==> src/rtl/core/sprl_pkg.sv <==
// Shared types and constants for the sorted packet retransmit list.
package sprl_pkg;

  // Number of stored entries, address width and count width.
  localparam int DEPTH = 16;
  localparam int AW    = $clog2(DEPTH);
  localparam int CW    = $clog2(DEPTH + 1);

  typedef enum logic [1:0] {
    OP_APPEND = 2'd0,
    OP_INSERT = 2'd1,
    OP_POP    = 2'd2,
    OP_REMOVE = 2'd3
  } op_t;

  typedef enum logic [2:0] {
    STS_OK       = 3'd0,
    STS_OLDER    = 3'd1,
    STS_DUP      = 3'd2,
    STS_FULL     = 3'd3,
    STS_EMPTY    = 3'd4,
    STS_NOTFOUND = 3'd5
  } status_t;

  typedef enum logic [3:0] {
    ST_IDLE,
    ST_SCAN,
    ST_POP,
    ST_SHD_RD,
    ST_SHD_WR,
    ST_SHU_RD,
    ST_SHU_WR,
    ST_PUT,
    ST_DONE
  } state_t;

  // One stored entry.
  typedef struct packed {
    logic [31:0] id;
    logic [7:0]  ptype;
    logic [15:0] handle;
    logic [31:0] stamp;
  } entry_t;

  // One command handed to the sequencer.
  typedef struct packed {
    op_t    op;
    entry_t entry;
  } cmd_t;

  // Result of one command, with its completion flag.
  typedef struct packed {
    logic          done;
    status_t       status;
    logic          popped_valid;
    entry_t        popped;
    logic [CW-1:0] used;
  } result_t;

endpackage

==> src/rtl/core/sprl_store.sv <==
// Entry memory: one write port and one read port with registered read data.
module sprl_store (
  input  logic                 clk,
  input  logic                 we,
  input  logic [sprl_pkg::AW-1:0] waddr,
  input  sprl_pkg::entry_t     wdata,
  input  logic [sprl_pkg::AW-1:0] raddr,
  output sprl_pkg::entry_t     rdata
);
  import sprl_pkg::*;

  entry_t mem [DEPTH];

  // Write port.
  always_ff @(posedge clk) begin
    if (we) begin
      mem[waddr] <= wdata;
    end
  end

  // Read port, registered.
  always_ff @(posedge clk) begin
    rdata <= mem[raddr];
  end

endmodule

==> src/rtl/core/sprl_seq.sv <==
// Sequencer that scans, shifts and updates the entry memory through one compare unit.
module sprl_seq (
  input  logic              clk,
  input  logic              rst,
  input  logic              start,
  input  sprl_pkg::cmd_t    cmd,
  input  logic              res_ready,
  output sprl_pkg::result_t res
);
  import sprl_pkg::*;

  state_t        state, state_next;
  logic [CW-1:0] idx, idx_next;
  logic [CW-1:0] count, count_next;
  logic [CW-1:0] pos, pos_next;
  status_t       status, status_next;
  logic          pvalid, pvalid_next;
  entry_t        pentry, pentry_next;

  logic          mem_we;
  logic [AW-1:0] mem_waddr;
  entry_t        mem_wdata;
  logic [AW-1:0] mem_raddr;
  entry_t        rdata;

  logic          id_lt, id_eq;
  logic [CW-1:0] idx_inc, idx_dec;
  logic          idx_last;
  logic          is_full;

  sprl_store u_store (
    .clk   (clk),
    .we    (mem_we),
    .waddr (mem_waddr),
    .wdata (mem_wdata),
    .raddr (mem_raddr),
    .rdata (rdata)
  );

  // Shared compare unit on the entry just read.
  assign id_lt    = rdata.id < cmd.entry.id;
  assign id_eq    = rdata.id == cmd.entry.id;
  assign idx_inc  = idx + CW'(1);
  assign idx_dec  = idx - CW'(1);
  assign idx_last = idx_inc == count;
  assign is_full  = count == CW'(DEPTH);

  // State and working registers.
  always_ff @(posedge clk) begin
    if (rst) begin
      state <= ST_IDLE;
      count <= '0;
      idx   <= '0;
      pos   <= '0;
    end else begin
      state <= state_next;
      count <= count_next;
      idx   <= idx_next;
      pos   <= pos_next;
    end
  end

  // Result registers.
  always_ff @(posedge clk) begin
    status <= status_next;
    pvalid <= pvalid_next;
    pentry <= pentry_next;
  end

  // Next state, memory control and result updates.
  always_comb begin
    state_next  = state;
    idx_next    = idx;
    count_next  = count;
    pos_next    = pos;
    status_next = status;
    pvalid_next = pvalid;
    pentry_next = pentry;
    mem_we      = 1'b0;
    mem_waddr   = idx[AW-1:0];
    mem_wdata   = rdata;
    mem_raddr   = idx[AW-1:0];
    case (state)
      ST_IDLE: begin
        mem_raddr = '0;
        if (start) begin
          status_next = STS_OK;
          pvalid_next = 1'b0;
          pentry_next = '0;
          idx_next    = '0;
          case (cmd.op)
            OP_APPEND: begin
              if (is_full) begin
                status_next = STS_FULL;
              end else begin
                mem_we     = 1'b1;
                mem_waddr  = count[AW-1:0];
                mem_wdata  = cmd.entry;
                count_next = count + CW'(1);
              end
              state_next = ST_DONE;
            end
            OP_INSERT: begin
              if (count == '0) begin
                pos_next   = '0;
                state_next = ST_PUT;
              end else begin
                state_next = ST_SCAN;
              end
            end
            OP_POP: begin
              if (count == '0) begin
                status_next = STS_EMPTY;
                state_next  = ST_DONE;
              end else begin
                state_next = ST_POP;
              end
            end
            OP_REMOVE: begin
              if (count == '0) begin
                status_next = STS_NOTFOUND;
                state_next  = ST_DONE;
              end else begin
                state_next = ST_SCAN;
              end
            end
            default: begin
              state_next = ST_DONE;
            end
          endcase
        end
      end
      // One entry is compared per cycle while the next one is read.
      ST_SCAN: begin
        mem_raddr = idx_inc[AW-1:0];
        if (cmd.op == OP_INSERT) begin
          if (!id_lt) begin
            if (id_eq) begin
              status_next = STS_DUP;
              state_next  = ST_DONE;
            end else if (idx == '0) begin
              status_next = STS_OLDER;
              state_next  = ST_DONE;
            end else if (is_full) begin
              status_next = STS_FULL;
              state_next  = ST_DONE;
            end else begin
              pos_next   = idx;
              idx_next   = count;
              state_next = ST_SHU_RD;
            end
          end else if (idx_last) begin
            if (is_full) begin
              status_next = STS_FULL;
              state_next  = ST_DONE;
            end else begin
              pos_next   = count;
              state_next = ST_PUT;
            end
          end else begin
            idx_next = idx_inc;
          end
        end else begin
          if (id_eq) begin
            if (idx_last) begin
              count_next = count - CW'(1);
              state_next = ST_DONE;
            end else begin
              state_next = ST_SHD_RD;
            end
          end else if (idx_last) begin
            status_next = STS_NOTFOUND;
            state_next  = ST_DONE;
          end else begin
            idx_next = idx_inc;
          end
        end
      end
      // The head entry is on the read port.
      ST_POP: begin
        pvalid_next = 1'b1;
        pentry_next = rdata;
        if (count == CW'(1)) begin
          count_next = '0;
          state_next = ST_DONE;
        end else begin
          state_next = ST_SHD_RD;
        end
      end
      // Close a slot: move the entry behind idx one place toward the head.
      ST_SHD_RD: begin
        mem_raddr  = idx_inc[AW-1:0];
        state_next = ST_SHD_WR;
      end
      ST_SHD_WR: begin
        mem_we   = 1'b1;
        idx_next = idx_inc;
        if (idx + CW'(2) == count) begin
          count_next = count - CW'(1);
          state_next = ST_DONE;
        end else begin
          state_next = ST_SHD_RD;
        end
      end
      // Open a slot: move the entry in front of idx one place toward the tail.
      ST_SHU_RD: begin
        mem_raddr  = idx_dec[AW-1:0];
        state_next = ST_SHU_WR;
      end
      ST_SHU_WR: begin
        mem_we   = 1'b1;
        idx_next = idx_dec;
        if (idx_dec == pos) begin
          state_next = ST_PUT;
        end else begin
          state_next = ST_SHU_RD;
        end
      end
      ST_PUT: begin
        mem_we     = 1'b1;
        mem_waddr  = pos[AW-1:0];
        mem_wdata  = cmd.entry;
        count_next = count + CW'(1);
        state_next = ST_DONE;
      end
      ST_DONE: begin
        if (res_ready) begin
          state_next = ST_IDLE;
        end
      end
      default: begin
        state_next = ST_IDLE;
      end
    endcase
  end

  assign res.done         = state == ST_DONE;
  assign res.status       = status;
  assign res.popped_valid = pvalid;
  assign res.popped       = pentry;
  assign res.used         = count;

endmodule

==> src/rtl/core/sorted_packet_retransmit_list_unit.sv <==
// Top level of the sorted packet retransmit list.
//
//   channel | direction | handshake         | payload
//   in      | input     | in_valid/in_stall | op, packet_id, packet_type, payload_handle, now_time
//   out     | output    | out_valid/out_stall | status, popped_*, entries_used
//
// An append is written to memory once the registered start reaches the idle sequencer, and its
// result passes through the done state into the output register. Ordered insert and remove scan
// the entry memory one entry per cycle, and every entry that moves is read on the read port and
// then written back on the write port. Pop returns the head entry, then moves each remaining
// entry one place toward the head. Reset empties the list at once. A new transaction is taken as
// soon as the previous result sits in the output register, even while that result is stalled.
module sorted_packet_retransmit_list_unit (
  input  logic                    clk,
  input  logic                    rst,
  input  logic                    in_valid,
  output logic                    in_stall,
  input  logic [1:0]              op,
  input  logic [31:0]             packet_id,
  input  logic [7:0]              packet_type,
  input  logic [15:0]             payload_handle,
  input  logic [31:0]             now_time,
  output logic                    out_valid,
  input  logic                    out_stall,
  output logic [2:0]              status,
  output logic                    popped_valid,
  output logic [31:0]             popped_id,
  output logic [7:0]              popped_type,
  output logic [15:0]             popped_handle,
  output logic [31:0]             popped_time,
  output logic [sprl_pkg::CW-1:0] entries_used
);
  import sprl_pkg::*;

  logic    busy;
  logic    start;
  cmd_t    cmd;
  result_t res;
  result_t out_res;
  logic    res_ready;
  logic    in_accept;
  logic    res_load;

  assign in_stall  = busy;
  assign in_accept = in_valid && !busy;
  assign res_ready = !out_valid || !out_stall;
  assign res_load  = res.done && res_ready;

  sprl_seq u_seq (
    .clk       (clk),
    .rst       (rst),
    .start     (start),
    .cmd       (cmd),
    .res_ready (res_ready),
    .res       (res)
  );

  // Handshake control.
  always_ff @(posedge clk) begin
    if (rst) begin
      busy      <= 1'b0;
      start     <= 1'b0;
      out_valid <= 1'b0;
    end else begin
      start <= in_accept;
      if (in_accept) begin
        busy <= 1'b1;
      end else if (res_load) begin
        busy <= 1'b0;
      end
      if (res_load) begin
        out_valid <= 1'b1;
      end else if (!out_stall) begin
        out_valid <= 1'b0;
      end
    end
  end

  // Command capture on an accepted transaction.
  always_ff @(posedge clk) begin
    if (in_accept) begin
      cmd.op           <= op_t'(op);
      cmd.entry.id     <= packet_id;
      cmd.entry.ptype  <= packet_type;
      cmd.entry.handle <= payload_handle;
      cmd.entry.stamp  <= now_time;
    end
  end

  // Output register.
  always_ff @(posedge clk) begin
    if (res_load) begin
      out_res <= res;
    end
  end

  assign status        = out_res.status;
  assign popped_valid  = out_res.popped_valid;
  assign popped_id     = out_res.popped.id;
  assign popped_type   = out_res.popped.ptype;
  assign popped_handle = out_res.popped.handle;
  assign popped_time   = out_res.popped.stamp;
  assign entries_used  = out_res.used;

endmodule

==> config.mk <==
export PLATFORM = sky130hd
export DESIGN_NAME = sorted_packet_retransmit_list_unit
export DESIGN_NICKNAME = d
export VERILOG_FILES = /design/src/rtl/core/sprl_pkg.sv /design/src/rtl/core/sprl_store.sv /design/src/rtl/core/sprl_seq.sv /design/src/rtl/core/sorted_packet_retransmit_list_unit.sv
export SDC_FILE = /design/constraint.sdc
export NUM_CORES = 2
export LEC_CHECK = 0
export ABC_AREA = 1
export BUFFER_PORTS_ARGS = -buffer_cell sky130_fd_sc_hd__buf_2
export CORE_AREA = 5 5 431 433
export DETAILED_ROUTE_END_ITERATION = 12
export DIE_AREA = 0 0 436 438
export HOLD_SLACK_MARGIN = 0.03
export SETUP_SLACK_MARGIN = 0.2
export SLEW_MARGIN = 20
export SYNTH_ARGS = -nofsm -noshare
export SYNTH_HDL_FRONTEND = slang
export SYNTH_SLANG_ARGS = --single-unit
==> constraint.sdc <==
create_clock -name clk -period 11.2 [get_ports clk]
set_clock_uncertainty 0.15 [all_clocks]
set_input_delay 0.56 -clock clk [delete_from_list [all_inputs] [get_ports clk]]
set_output_delay 0.56 -clock clk [all_outputs]
set_load 0.01 [all_outputs]
Word level (Yosys, flattened, before mapping). Memory sizes are Yosys's and may differ from the RTL's. A register that Yosys moved wholly into a read port is not among the register bits. Index checks and enable logic that the tools add are counted.

$add $sub $neg: 5. $lt $le $gt $ge: 1. Equal/unequal tests: 41. Multiplexer cells: 85. Reductions and logical operators: 23.

Operators with widths (count): $mux W88 (4); $pmux W88 S2 (2); $mux W5 (25); $mux W4 (19); $mux W3 (12); $pmux W4 S9 (1); $eq A32 B32 Y1 (1); $lt A32 B32 Y1 (1); $pmux W5 S5 (1); $pmux W5 S4 (1); $ne A2 B1 Y1 const B (9); $eq A4 B3 Y1 const B (4); $pmux W4 S4 (1); $eq A5 B5 Y1 (3); $pmux W4 S3 (1); $add A5 B1 Y5 const B (2); $logic_not A5 Y1 (2); $mux W1 (10); $pmux W5 S2 (1); $reduce_and A10 Y1 (1); $sub A5 B1 Y5 const B (2); $ne A3 B2 Y1 const B (3); $ne A3 B3 Y1 const B (3); $pmux W3 S3 (1); 32 further kinds (45).

Bits in registers: 301. Memory bits (writable): 1408. Output and inout bits: 99. Logic and storage cells: 181. Memories kept: 1.

Memories: u_seq.u_store.mem (depth 16, bits a word 88, read ports 1, clocked after memory_dff 1, write ports 1, RTL line sprl_store.sv:12) `entry_t mem [DEPTH];`.

Depth between registers and ports, before layout.
Depth in word-level cells: 7. Gate-level depth with buffers: 21.

Modules after synthesis. From an unflattened synthesis, not the netlist that was laid out.

Cell total of the unflattened synthesis: 6989. Area total of the unflattened synthesis: 74951.9 µm².

By module, submodules not included: sprl_store (times used 1, cells an instance 5778, area an instance 61702.9 µm²); sprl_seq (times used 1, cells an instance 1007, area an instance 7514.7 µm²); sorted_packet_retransmit_list_unit (times used 1, cells an instance 204, area an instance 5734.2 µm²).

Least setup slack after synthesis. OpenSTA, ideal clock, no wires.

Path type: flip-flop to flip-flop. Start point: register u_seq.state[3]. End point: register u_seq.pvalid, enable pin. Library setup time: 659 ps. Arrival time: 6984 ps. Setup slack: 3407 ps. Cell stages (with the launch flop): 6. Buffers on the path: 0. Period minus slack after synthesis: 7793 ps. Path through: dfxtp_1 nor2_2 inv_2 nor2_4 inv_2 o21ai_0.

Longest elaborated chain between the ends: 3. Elaborated cells on any way between the ends: 5.

RTL lines: start, declared (RTL line sprl_seq.sv:12) `state_t state, state_next;`; start signal, assigned (RTL line sprl_seq.sv:56) `state <= state_next;`; $eq A4 B2 Y1 or $logic_not A4 Y1 (tied branches) (RTL line sprl_seq.sv:83) `case (state)`; $reduce_bool A2 Y1 (no source line) or $ne A2 B2 Y1 (tied branches); $reduce_and A2 Y1 (no source line) (*); end signal, assigned (RTL line sprl_seq.sv:66) `pvalid <= pvalid_next;`; end, declared (RTL line sprl_seq.sv:17) `logic pvalid, pvalid_next;`.

Every way passes the cells marked *; elsewhere a longest branch is shown, timed or not. A chain may end at the register's enable or synchronous reset.

Worst setup path in the final report.
Start point: register u_seq.count[1]. End point: memory u_seq.u_store.mem[7][23] (netlist bit), enable pin.

Longest elaborated chain between the ends: 7. Elaborated cells on any way between the ends: 11.

RTL lines: start, declared (RTL line sprl_seq.sv:14) `logic [CW-1:0] count, count_next;`; start signal, assigned (RTL line sprl_seq.sv:57) `count <= count_next;`; $eq A5 B5 Y1 (RTL line sprl_seq.sv:46) `assign is_full = count == CW'(DEPTH);`; $mux W1 (RTL line sprl_seq.sv:93) `if (is_full) begin`; $mux W1 (RTL line sprl_seq.sv:91) `case (cmd.op)`; $mux W1 (RTL line sprl_seq.sv:86) `if (start) begin`; $pmux W1 S2 (RTL line sprl_seq.sv:83); $mux W1 (RTL line sprl_store.sv:16) `if (we) begin`; $mux W1 (implied by the code) (RTL line sprl_store.sv:17) `mem[waddr] <= wdata;`; end, declared (RTL line sprl_store.sv:12).

Parallel ways exist; a longest one is shown, timed or not.

==> out/metrics.csv <==
stage,metric,value,unit
synth,Synth Instances,5747,
cts,CTS tree,done,
critical_path,crit path kind,reg -> reg,
critical_path,Buf/Inv on CP,8,
synth,Post-Syn Area per Cell,12.6,um2
timing,setup_tns,0,ns
synth,"top cells by count, synth","1687 x edfxtp_1, 1019 x nand2_1, 885 x inv_1, 706 x o211ai_1, 564 x nand3_1",
synth,Synth Register Bits,1797,
placed_design,hpwl dp,97600,um
floorplanning,Die Height,438,um
synth,Netlist Area Pre-Place,0.0722,mm2
synth,Post-synth EDFFs,1687,
drt,initial drt markers,3913,
timing,Final Critical Period,5.62,ns
placed_design,port buffer count,192,
cts,Clock Sinks,1797,
timing,Max Slew Vio Count,0,
floorplanning,core area,0.182,mm2
cts,Clock transition at path regs,0.06,ns
drt,drt pass-1 iters,5,
floorplanning,Initial Util,0.397,
pwr,leak pwr,29.7,nW
critical_path,crit end category,register,
finish,Fill cells,16100,
timing,Highest Clock Rate,0.178,GHz
synth,Yosys top cell area share,0.702,
cts,post-CTS setup buffers,0,
critical_path,Crit path max-delay family,buffers and inverters,
synth,top cell type by total area after synthesis,edfxtp_1,
synth,"count leader, synth",edfxtp_1,
synth,ranking of synthesized cells by area,"edfxtp_1 70%, o211ai_1 7.3%, nand2_1 5.3%, inv_1 4.6%, nand3_1 3.9%",
finish,final instance count without filler cells,8561,
cts,CTS resizes,0,
cts,Inserted Clock Buffers,178,
cts,clock tree buffer depth,3,
min_path,Hold Path Stages,0,
drt,Residual DRC,0,
placed_design,Routability Congestion,0.835,
floorplanning,FP Rows,157,
cts,clk root buf,clkbuf_16,
floorplanning,Die Area,0.191,mm2
critical_path,slowest CP cell,nor2_4,
finish,fin nets,6156,
timing,worst hold slack,0.267,ns
critical_path,Startpoint Class,register,
run_status,status,finished clean,
drt,Detail Route Antenna Nets,0,
timing,Setup-failing EPs final,0,
floorplanning,width of the die,436,um
synth,Yosys cell types,41,
critical_path,"Max FO, Critical Path",65,
timing,final hold violations,0,
synth,syn_nets,5881,
critical_path,WP data required,11.47,ns
critical_path,crit-path cells,"inv_1, ha_1, nand2_1, nor2_1, inv_2, nand3_1, inv_1, nor2_4, buf_4, inv_4, o21a_1, inv_1, nand2_1, nor2_4, buf_4, buf_4",
finish,post-layout util,0.455,
global_route,vias in the first global route,43000,
min_path,Min-Delay Path Class,reg -> reg,
critical_path,R2R cell count,16,
timing,Rel. slew slack,0.158,
global_route,antenna violations before repair,3,
finish,layout cell share with drive strength beyond 1,0.107,
critical_path,Worst Path Arrival,5.90,ns
global_route,first-pass GRT wire length,268000,um
pwr,power density cells,267,mW/mm2
timing,RSZ-0062 raised after global routing,false,
drt,number of vias per cell,5.13,
synth,"Top FF cell, synth",edfxtp_1,
drt,Vias,43900,
finish,area delta synth->final,14.5,%
flow_run,maxcap violations,0,
timing,"Period Utilization, post-route",0.502,
critical_path,crit-path max cell delay,0.75,ns
drt,WL final,178000,um
drt,wire per inst,20.8,um
synth,asr flop ratio synth,0,
timing,Tightest Pin Transition,1.26,ns
pwr,Pwr Total,22.1,mW
synth,Ys Warns,0,
cts,H-tree levels,4,
cts,later-pin clock latency in the skew report,0.81,ns
critical_path,WP depth,16,
placed_design,cell total after placement,8133,
global_route,maximum number of pins on one net before global-route repair,273,
global_route,gr usage total,0.183,
synth,sequential share of the synthesized area,0.733,
global_route,grt ovf,0,
floorplanning,I/O Pins,193,
pwr,VDD IR max,0.354,mV
==> flip-flops by register name (all words and copies together) (netlist names) <==
name / count
popped_type: 8
u_seq.u_store.rdata: 88
in_stall: 1
popped_handle: 16
out_valid: 1
cmd: 90
entries_used: 5
u_seq.u_store.mem: 1408
u_seq.count: 5
start: 1
u_seq.res: 88
u_seq.state: 4
u_seq.status: 3
u_seq.idx: 5
u_seq.pos: 5
popped_valid: 1
popped_id: 32
u_seq.pvalid: 1
popped_time: 32
status: 3
==> cells in the final DEF, fill, tap and decap left out, types with 4 or more instances in the layout <==
cell / instances
a21oi_1: 40
a31oi_1: 4
buf_12: 6
buf_2: 192
buf_4: 132
bufinv_16: 12
clkbuf_1: 43
clkbuf_16: 179
clkbuf_8: 15
clkinv_1: 24
clkinv_2: 39
clkinvlp_4: 6
dfxtp_1: 110
dlygate4sd3_1: 93
edfxtp_1: 1687
ha_1: 40
inv_1: 885
inv_2: 10
inv_6: 6
nand2_1: 1019
nand3_1: 564
nor2_1: 142
nor2_2: 5
nor2_4: 21
nor3_1: 5
o211ai_1: 706
o21ai_0: 91
o21ai_1: 17
o21ai_2: 12
o21ai_4: 5
o22ai_1: 5
or2_2: 4
xor2_1: 15
==> final timing paths <==
kind                                     start                        to  slack, ns
worst max-delay path            u_seq.count[1]  u_seq.u_store.mem[7][23]       5.58
worst min-delay path             u_seq.res[11]            popped_time[6]       0.27
worst max register to register  u_seq.count[1]  u_seq.u_store.mem[7][23]       5.58
worst min register to register   u_seq.res[11]            popped_time[6]       0.27
==> what timing repair did <==
item,4_1_cts,5_1_grt
endpoints found under the setup margin,0,0
hold buffers,93,0
endpoints found under the hold margin,102,0
==> per-layer routing <==
metal / routed length (um) / track usage / up-vias / share of wire
met1: 75700 / 0.241 / 21600 / 0.43
met5: 0 / 0 / - / 0
met4: 6250 / 0.0678 / 0 / 0.035
li1: - / - / 20800 / -
met2: 86200 / 0.308 / 1216 / 0.48
met3: 9800 / 0.0284 / 267 / 0.055
==> power by group <==
part	total (mW)	switching [mW]	internal [mW]	leakage [nW]
logic	7.00	5.15	1.84	10.7
clock network	5.87	2.53	3.33	2.81
registers	9.20	0.267	8.94	16.2
==> through the flow <==
step	setup WS, ns	instance area [um2]
after global placement	5.58	75900
after detailed placement	5.54	75900
final	5.58	82600
after CTS	5.51	82600
after global routing	5.13	82600
after floorplan	3.41	72200
==> worst reg2reg max path: stages, from the launching register on <==
cell and delay [ns]:
dfxtp_1 0.38, inv_1 0.19, ha_1 0.21, nand2_1 0.10, nor2_1 0.16, inv_2 0.09
nand3_1 0.18, inv_1 0.13, nor2_4 0.09, buf_4 0.51, inv_4 0.34, o21a_1 0.32
inv_1 0.08, nand2_1 0.22, nor2_4 0.76, buf_4 0.51, buf_4 0.73
==> cells by family (layout without fill, tap and decap cells) <==
group	after synthesis	count (layout)	synth area share
compound gates	894	894	0.0875
xor+xnor	18	18	0.00218
fa+ha+maj	40	40	0.00694
buf+inv	1230	1656	0.0679
flops	1797	1797	0.733
other cells	0	3	0
simple gates	1768	1768	0.103
==> area by class of cell <==
type                            instances  area (um2)  area share
Sequential cell                      1797       52900       0.640
Multi-Input combinational cell       2720       14600       0.177
Clock buffer                          237        4850      0.0587
Inverter                              901        3400      0.0412
Timing Repair Buffer                  424        3030      0.0367
Tap cell                             2385        2980      0.0361
Clock inverter                         94         881      0.0107
Antenna cell                            3        7.51   0.0000908
Power figures use the tool's default switching activity.
